<file path="config.mk">
export PLATFORM = sky130hd
export DESIGN_NAME = multi_priority_linked_wait_queue_core
export DESIGN_NICKNAME = d
export VERILOG_FILES = /design/src/mwq_pkg.sv /design/src/mwq_link_mem.sv /design/src/mwq_list_ctrl.sv /design/src/multi_priority_linked_wait_queue_core.sv
export SDC_FILE = /design/constraint.sdc
export NUM_CORES = 1
export LEC_CHECK = 0
export BUFFER_PORTS_ARGS = -buffer_cell sky130_fd_sc_hd__buf_2
export CORE_MARGIN = 1.5
export CORE_UTILIZATION = 47
export DETAILED_ROUTE_END_ITERATION = 6
export GPL_ROUTABILITY_DRIVEN = 0
export PLACE_DENSITY = 0.74
export SYNTH_ARGS = -nofsm -noshare
export SYNTH_HDL_FRONTEND = slang
export SYNTH_SLANG_ARGS = --single-unit
</file>
<file path="constraint.sdc">
create_clock -name clock -period 20.6 [get_ports clock]
set_input_delay 2.06 -clock clock [delete_from_list [all_inputs] [get_ports clock]]
set_output_delay 2.06 -clock clock [all_outputs]
set_load 0.01 [all_outputs]
</file>
<file path="src/mwq_pkg.sv">
package mwq_pkg;

   localparam int NUM_PRIORITIES = 4;
   localparam int NUM_HANDLES    = 64;
   localparam int PRIO_W         = 2;
   localparam int HANDLE_W       = 6;
   localparam int CMD_W          = 3;

   typedef logic [HANDLE_W-1:0] handle_type;
   typedef logic [PRIO_W-1:0]   prio_type;

   // Command codes; codes five to seven are unused and do nothing
   typedef enum logic [CMD_W-1:0] {
      CMD_CLEAR  = 3'd0,
      CMD_PUSH   = 3'd1,
      CMD_POP    = 3'd2,
      CMD_REMOVE = 3'd3,
      CMD_QUERY  = 3'd4
   } cmd_type;

   typedef struct packed {
      handle_type           handle;
      prio_type             prio;
      logic [CMD_W-1:0]     cmd;
   } req_type;

   typedef struct packed {
      logic       any;
      handle_type popped;
      logic       ok;
   } rsp_type;

   // One write port on each link table
   typedef struct packed {
      logic       next_we;
      handle_type next_addr;
      handle_type next_data;
      logic       prev_we;
      handle_type prev_addr;
      handle_type prev_data;
   } link_wr_type;

endpackage

</file>
<file path="src/mwq_link_mem.sv">
module mwq_link_mem
   import mwq_pkg::*;
(
   input  logic        clock,
   input  logic        rd_en,
   input  handle_type  next_raddr,
   input  handle_type  prev_raddr,
   input  link_wr_type link_wr,
   output handle_type  next_rd,
   output handle_type  prev_rd
);

   handle_type next_mem [NUM_HANDLES];
   handle_type prev_mem [NUM_HANDLES];
   handle_type next_rd_ff;
   handle_type prev_rd_ff;

   // Write the next-link table; read with bypass of a same-edge write, hold on stall
   always_ff @(posedge clock) begin
      if (link_wr.next_we) begin
         next_mem[link_wr.next_addr] <= link_wr.next_data;
      end
      if (rd_en) begin
         if (link_wr.next_we && (link_wr.next_addr == next_raddr)) begin
            next_rd_ff <= link_wr.next_data;
         end else begin
            next_rd_ff <= next_mem[next_raddr];
         end
      end
   end

   // Same for the previous-link table
   always_ff @(posedge clock) begin
      if (link_wr.prev_we) begin
         prev_mem[link_wr.prev_addr] <= link_wr.prev_data;
      end
      if (rd_en) begin
         if (link_wr.prev_we && (link_wr.prev_addr == prev_raddr)) begin
            prev_rd_ff <= link_wr.prev_data;
         end else begin
            prev_rd_ff <= prev_mem[prev_raddr];
         end
      end
   end

   assign next_rd = next_rd_ff;
   assign prev_rd = prev_rd_ff;

endmodule

</file>
<file path="src/mwq_list_ctrl.sv">
module mwq_list_ctrl
   import mwq_pkg::*;
(
   input  logic        clock,
   input  logic        reset,
   input  logic        exec,
   input  req_type     req,
   input  handle_type  next_rd,
   input  handle_type  prev_rd,
   output link_wr_type link_wr,
   output rsp_type     result,
   output handle_type  pop_head_nxt
);

   handle_type              head_ff [NUM_PRIORITIES];
   handle_type              head_in [NUM_PRIORITIES];
   handle_type              tail_ff [NUM_PRIORITIES];
   handle_type              tail_in [NUM_PRIORITIES];
   logic [NUM_HANDLES-1:0]  queued_ff;
   logic [NUM_HANDLES-1:0]  queued_in;
   link_wr_type             wr_c;
   rsp_type                 res_c;
   logic                    found;
   prio_type                pidx;
   logic                    is_head;
   logic                    is_tail;
   handle_type              h;
   handle_type              t;
   handle_type              p_lnk;
   handle_type              n_lnk;
   logic                    h_valid;

   assign h       = req.handle;
   assign h_valid = (h != '0);
   assign t       = tail_ff[req.prio];

   // Find the first non-empty list, lowest priority number wins
   always_comb begin
      found = 1'b0;
      pidx  = '0;
      for (int q = NUM_PRIORITIES - 1; q >= 0; q--) begin
         if (head_ff[q] != '0) begin
            found = 1'b1;
            pidx  = PRIO_W'(q);
         end
      end
   end

   // Check whether the handle ends a list; its stale links are then ignored
   always_comb begin
      is_head = 1'b0;
      is_tail = 1'b0;
      for (int q = 0; q < NUM_PRIORITIES; q++) begin
         if (head_ff[q] == h) is_head = 1'b1;
         if (tail_ff[q] == h) is_tail = 1'b1;
      end
   end

   assign p_lnk = is_head ? '0 : prev_rd;
   assign n_lnk = is_tail ? '0 : next_rd;

   // Execute one command against the list state
   always_comb begin
      head_in   = head_ff;
      tail_in   = tail_ff;
      queued_in = queued_ff;
      wr_c      = '0;
      res_c     = '0;
      case (cmd_type'(req.cmd))
         CMD_CLEAR: begin
            for (int q = 0; q < NUM_PRIORITIES; q++) begin
               head_in[q] = '0;
               tail_in[q] = '0;
            end
            queued_in = '0;
            res_c.ok  = 1'b1;
         end
         CMD_PUSH: begin
            if (h_valid && !queued_ff[h]) begin
               wr_c.prev_we   = 1'b1;
               wr_c.prev_addr = h;
               wr_c.prev_data = t;
               if (t != '0) begin
                  wr_c.next_we   = 1'b1;
                  wr_c.next_addr = t;
                  wr_c.next_data = h;
               end else begin
                  head_in[req.prio] = h;
               end
               tail_in[req.prio] = h;
               queued_in[h]      = 1'b1;
               res_c.ok          = 1'b1;
            end
         end
         CMD_POP: begin
            if (found) begin
               if (tail_ff[pidx] == head_ff[pidx]) begin
                  head_in[pidx] = '0;
                  tail_in[pidx] = '0;
               end else begin
                  head_in[pidx] = next_rd;
               end
               queued_in[head_ff[pidx]] = 1'b0;
               res_c.ok                 = 1'b1;
               res_c.popped             = head_ff[pidx];
            end
         end
         CMD_REMOVE: begin
            if (h_valid && queued_ff[h]) begin
               if (p_lnk != '0) begin
                  wr_c.next_we   = 1'b1;
                  wr_c.next_addr = p_lnk;
                  wr_c.next_data = n_lnk;
               end
               if (n_lnk != '0) begin
                  wr_c.prev_we   = 1'b1;
                  wr_c.prev_addr = n_lnk;
                  wr_c.prev_data = p_lnk;
               end
               for (int q = 0; q < NUM_PRIORITIES; q++) begin
                  if (head_ff[q] == h) head_in[q] = n_lnk;
                  if (tail_ff[q] == h) tail_in[q] = p_lnk;
               end
               queued_in[h] = 1'b0;
               res_c.ok     = 1'b1;
            end
         end
         CMD_QUERY: begin
            res_c.ok = h_valid && queued_ff[h];
         end
         default: begin
            res_c.ok = 1'b0;
         end
      endcase
      for (int q = 0; q < NUM_PRIORITIES; q++) begin
         if (head_in[q] != '0) res_c.any = 1'b1;
      end
   end

   // Head of the first non-empty list once any executing command has taken effect
   always_comb begin
      pop_head_nxt = '0;
      for (int q = NUM_PRIORITIES - 1; q >= 0; q--) begin
         if (exec) begin
            if (head_in[q] != '0) pop_head_nxt = head_in[q];
         end else begin
            if (head_ff[q] != '0) pop_head_nxt = head_ff[q];
         end
      end
   end

   assign link_wr = exec ? wr_c : '0;
   assign result  = res_c;

   // Hold list state; advance only when the command executes
   always_ff @(posedge clock) begin
      if (reset) begin
         for (int q = 0; q < NUM_PRIORITIES; q++) begin
            head_ff[q] <= '0;
            tail_ff[q] <= '0;
         end
         queued_ff <= '0;
      end else if (exec) begin
         head_ff   <= head_in;
         tail_ff   <= tail_in;
         queued_ff <= queued_in;
      end
   end

endmodule

</file>
<file path="src/multi_priority_linked_wait_queue_core.sv">
// Priority wait queue: four FIFO lists of request handles (0 means none), threaded as
// doubly linked lists through two 64-entry link tables. Commands are clear, push to a
// priority, pop from the lowest-numbered non-empty priority, remove a handle and query
// a handle; each gives one result beat with ok, the popped handle and whether any list
// still holds a handle. One command is taken every cycle while the result side keeps
// up. The accepting edge registers the command together with the link-table reads, and
// the edge on which the command stage executes, once the result register is free, runs
// the list update into the result register. A result beat that is not taken
// holds the command stage, so at most one further command is accepted behind it.
// Pushing a handle that is already queued, or removing one that is not, reports failure.
module multi_priority_linked_wait_queue_core
   import mwq_pkg::*;
(
   input  logic        clock,
   input  logic        reset,
   input  logic        req_tvalid,
   output logic        req_tready,
   input  logic [15:0] req_tdata,   // cmd[2:0], priority_req[4:3], handle[10:5], zero
   output logic        rsp_tvalid,
   input  logic        rsp_tready,
   output logic [7:0]  rsp_tdata    // ok[0], popped_handle[6:1], any_waiting[7]
);

   logic        s_vld_ff;
   req_type     req_ff;
   logic        rsp_vld_ff;
   rsp_type     rsp_ff;
   logic        exec;
   logic        accept;
   req_type     req_in;
   handle_type  next_raddr;
   handle_type  next_rd;
   handle_type  prev_rd;
   handle_type  pop_head_nxt;
   link_wr_type link_wr;
   rsp_type     result;

   assign req_in     = req_type'(req_tdata[$bits(req_type)-1:0]);
   assign exec       = s_vld_ff && (!rsp_vld_ff || rsp_tready);
   assign req_tready = !s_vld_ff || exec;
   assign accept     = req_tvalid && req_tready;

   // Pop reads the link of the head it will take; other commands read the given handle
   assign next_raddr = (cmd_type'(req_in.cmd) == CMD_POP) ? pop_head_nxt : req_in.handle;

   mwq_link_mem u_link_mem (
      .clock      (clock),
      .rd_en      (accept),
      .next_raddr (next_raddr),
      .prev_raddr (req_in.handle),
      .link_wr    (link_wr),
      .next_rd    (next_rd),
      .prev_rd    (prev_rd)
   );

   mwq_list_ctrl u_list_ctrl (
      .clock        (clock),
      .reset        (reset),
      .exec         (exec),
      .req          (req_ff),
      .next_rd      (next_rd),
      .prev_rd      (prev_rd),
      .link_wr      (link_wr),
      .result       (result),
      .pop_head_nxt (pop_head_nxt)
   );

   // Command stage: hold the beat until its result can be registered
   always_ff @(posedge clock) begin
      if (reset) begin
         s_vld_ff <= 1'b0;
      end else if (accept) begin
         s_vld_ff <= 1'b1;
      end else if (exec) begin
         s_vld_ff <= 1'b0;
      end
   end

   always_ff @(posedge clock) begin
      if (accept) begin
         req_ff <= req_in;
      end
   end

   // Result register: load on execute, drop once taken
   always_ff @(posedge clock) begin
      if (reset) begin
         rsp_vld_ff <= 1'b0;
      end else if (exec) begin
         rsp_vld_ff <= 1'b1;
      end else if (rsp_tready) begin
         rsp_vld_ff <= 1'b0;
      end
   end

   always_ff @(posedge clock) begin
      if (exec) begin
         rsp_ff <= result;
      end
   end

   assign rsp_tvalid = rsp_vld_ff;
   assign rsp_tdata  = rsp_ff;

   // A popped handle is only ever reported with success
   assert property (@(posedge clock) disable iff (reset)
      rsp_vld_ff |-> (rsp_ff.popped == '0 || rsp_ff.ok))
      else $error("popped handle reported without success");

   // A waiting command is never lost while the result side stalls
   assert property (@(posedge clock) disable iff (reset)
      (s_vld_ff && rsp_vld_ff && !rsp_tready) |=> s_vld_ff)
      else $error("command dropped during output stall");

   // A clear leaves every list empty
   assert property (@(posedge clock) disable iff (reset)
      (exec && cmd_type'(req_ff.cmd) == CMD_CLEAR) |=> (rsp_ff.ok && !rsp_ff.any))
      else $error("clear left a list non-empty");

endmodule
</file>
==> results.txt <==
----------------------------------------------------
[Run status]
  Run status ... finished, violations left
  Failing checks ... DRC

[Finish]
  Number of nets in the layout ... about 3.3k
  Final core utilization ... between 50% and 60%
  Layout cells sized above 1 ... roughly 13%
  P&R area growth vs syn ... 10.42%

[Die]
  Number of standard-cell rows in the floorplan ... roughly 110
  Total die area ... slightly above 0.09 mm2
  Horizontal die dimension ... around 300 um
  Die height ... 302.4 um
  Core region area ... between 0.08 and 0.09 mm2
  Initial Utilization ... a little under half
  I/O pin cnt ... 30

[Routing]
  Total DRC errors in the routed layout ... 5
  Residual antenna-violating net count after detailed routing ... 0
  Initial DRC count ... about 5.0k
  Post-Route WL ... 122,900 um
  Vias ... a little over 30k
  Pre-Repair DR Iteration Count ... 7
  Vias/cell ... between 6 and 7
  WL/cell ... 27.23 um

[Logic synthesis]
  Number of distinct library cells after synthesis ... just over 100
  Synth Flop Type ... sky130_fd_sc_hd__edfxtp_1
  Most used standard cell by instance count after synthesis ... sky130_fd_sc_hd__edfxtp_1
  Commonest cells in the synthesized netlist ... sky130_fd_sc_hd__edfxtp_1 (799), sky130_fd_sc_hd__nand2_1 (375), sky130_fd_sc_hd__nor2_1 (330), sky130_fd_sc_hd__a21oi_1 (161), sky130_fd_sc_hd__clkbuf_1 (139)
  Post-synth EDFFs ... roughly 800
  Gate Count Post-Synth ... 3,307
  FFs w/ async S/R, synth ... 0%
  Proportion of synthesized chip area in sequential cells ... between 60% and 70%
  Cell type with the largest total area after synthesis ... sky130_fd_sc_hd__edfxtp_1
  Netlist area before placement ... around 0.042 mm2
  Count of yosys warnings during synthesis ... 0
  Proportion of netlist area held by the largest area contributor ... between 50% and 60%
  Cell types with the largest area share after synthesis ... sky130_fd_sc_hd__edfxtp_1 (57%), sky130_fd_sc_hd__mux4_2 (7.2%), sky130_fd_sc_hd__dfxtp_1 (5.4%), sky130_fd_sc_hd__nand2_1 (3.3%), sky130_fd_sc_hd__nor2_1 (2.9%)
  Mean Syn Cell Area ... around 13 um2
  Flops & latches, synth ... 913

[GRT]
  Number of global-route vias before repair ... about 29k
  First-pass GRT wire length ... approximately 180,000 um
  Initial antenna violation count ... 1
  Global-route congestion overflow total ... 0
  Pin count of the biggest net entering global routing ... 86
  Total GRT Usage ... between 20% and 30%

[Worst setup path]
  Reg2reg setup slack ... 11.26 ns
  Arr. time, crit path ... about 9.7 ns
  Source of the worst register-to-register timing path ... u_list_ctrl.head_ff[6]
  Critical-path cell list ... or4_4, nor3_4, a31oi_2, o21bai_1, o21ai_0, a221o_1, or3_1, a221oi_2, a21boi_1, nor4_2, and2_1, nand4_1, buf_4, nand2_4, buf_4, a221oi_1, a2111o_1, nor4_1, nor4_1, nor3_1
  Delay contributed by the slowest stage of the critical path ... about 0.75 ns
  Worst setup SP type ... register
  CP Data Required Time ... 20.98 ns
  Count of buffer and inverter cells on the critical path ... 2
  Worst reg2reg path depth ... 20
  Critical setup path kind ... register to register
  Cell family contributing the most delay on the critical path ... simple AND/OR/NAND/NOR gates
  Kind of capture point of the worst setup path ... register
  CP max-delay cell ... sky130_fd_sc_hd__buf_4
  Endpoint of the lowest-slack register-to-register path ... u_link_mem.next_rd[3]
  Highest fanout seen on the critical path ... 77

[Clock tree]
  Buffers inserted during post-CTS setup optimization ... 0
  Cts repair resizes ... 0
  Clock root buffer ... sky130_fd_sc_hd__clkbuf_16
  Number of clock buffers inserted by TritonCTS ... 89
  Number of hold buffers added after CTS ... 0
  Buffer levels on the longest clock path ... 3
  CTS tree ... yes
  Clock Latency Late Sink ... between 0.6 and 0.7 ns
  CTS H-tree depth ... 3
  Clk pin slew, worst setup/hold paths ... roughly 0.060 ns
  Sink Count ... about 910

[Power]
  Leakage ... ~16 nW
  PwrDens ... roughly 87 mW/mm2
  IR drop worst, VDD ... between 0.00006 and 0.00007 V

[Place]
  Hpwl dp ... approximately 74,000 um
  Number of buffer cells added on primary ports ... 24

[STA]
  Number of pins with negative max-slew slack in the final report ... 0
  Setup repair after global routing missed its margin ... false
  Setup TNS ... 0 ns
  Worst relative slew slack ... between 10% and 20%
  Clock tree skew after final layout ... 0.03644 ns
  Fmax ... around 110 MHz
  Slew at the pin with the worst max-slew slack ... around 1.2 ns
  Final hold violation count ... 0
  Final-report setup violation count ... 0
  Period utilisation layout ... 45.35%
  Final min period ... 9.343 ns

[Worst hold path]
  Worst hold start ... u_list_ctrl.queued_ff[27]
  Endpoint, Worst Hold ... u_list_ctrl.queued_ff[27]
  WHS Path Cells ... 2
  Tightest Hold Check Type ... register to register

[Job]
  Max_cap viols ... 0

----------------------------------------------------
## kinds of logic after synthesis
group / after synthesis / synth area share, %
AOI/OAI and AO/OA: 769 / 12.85
muxes: 219 / 9.245
other: 1 / 0.008903
buffers and inverters: 255 / 2.436
DFF: 913 / 62.38
xor gates and xnor gates: 56 / 1.164
and+or+nand+nor: 1094 / 11.92
## worst min-delay path, cell delays in order, from the launching register on
cell	delay, ns
sky130_fd_sc_hd__dfxtp_1	0.31
sky130_fd_sc_hd__o21ai_0	0.06
sky130_fd_sc_hd__a21oi_1	0.06
## area by class of cell
type | count | area [um2]
timing repair buffer | 86 | 596.8
inverter | 34 | 127.6
clock inverter | 54 | 619.3
sequential | 913 | 26280
tap | 1165 | 1458
fill | 7143 | 42140
clock buffer | 109 | 2405
multi-input combinational | 2150 | 15030
antenna | 1 | 2.502
## power by group
part	internal [mW]	switching, mW
Combinational	0.102	0.250
Clock	0.965	0.731
Sequential	1.99	0.0172
Total	3.06	0.998
## per-stage QoR
stage	cells	setup WS, ns	total power, mW	cell area [um2]	hold WS [ns]
CTS	4511	11.68	4.045	46510	0.4729
global route	4512	11.04	4.147	46510	0.4894
floorplan	3318	13.58	2.268	42160	0.4486
finish	4512	11.26	4.055	46510	0.4736
global placement	4348	11.79	2.377	43480	0.4581
detailed placement	4348	11.75	2.379	43480	0.4640
## layout by cell type, fill, tap and decap left out, types with 54 or more instances in the layout
cell	netlist	final
sky130_fd_sc_hd__o21ai_0	135	135
sky130_fd_sc_hd__mux4_2	135	135
sky130_fd_sc_hd__a21oi_1	161	152
sky130_fd_sc_hd__mux2i_1	74	74
sky130_fd_sc_hd__clkbuf_16	0	91
sky130_fd_sc_hd__a211oi_1	54	54
sky130_fd_sc_hd__dfxtp_1	114	114
sky130_fd_sc_hd__nor3_1	78	78
sky130_fd_sc_hd__nand3_1	82	82
sky130_fd_sc_hd__buf_4	2	64
sky130_fd_sc_hd__nand2_1	375	372
sky130_fd_sc_hd__edfxtp_1	799	799
sky130_fd_sc_hd__nor2_1	330	326
sky130_fd_sc_hd__a221oi_1	93	93
## metal layers
metal  GRT usage (%)  wire [um]
met5               0          0
met1           36.13      45590
met2           40.12      54820
met3           6.644      16010
met4           12.79       6443
## state kept, by name (all words and copies together) (netlist names), 8 cells and up
name,flops
u_link_mem.next_mem,384
u_link_mem.prev_mem,384
u_list_ctrl.queued_ff,64
u_list_ctrl.head_ff,24
u_list_ctrl.tail_ff,24
req_ff,11
rsp_tdata,8
## worst max path at each step
stage / slack (ns) / endpoint / start / cells after the start
after global placement: 11.79 / u_link_mem.next_rd[3] / u_list_ctrl.head_ff[6] / 20
final: 11.26 / u_link_mem.next_rd[3] / u_list_ctrl.head_ff[6] / 20
after detailed placement: 11.75 / u_link_mem.next_rd[3] / u_list_ctrl.head_ff[6] / 20
after floorplan: 13.58 / u_link_mem.prev_mem[0][2] / rsp_tready / 8
after global routing: 11.04 / u_link_mem.next_rd[3] / u_list_ctrl.head_ff[6] / 20
after CTS: 11.68 / u_link_mem.next_rd[3] / u_list_ctrl.head_ff[6] / 20
(Power assumes the default switching activity.)
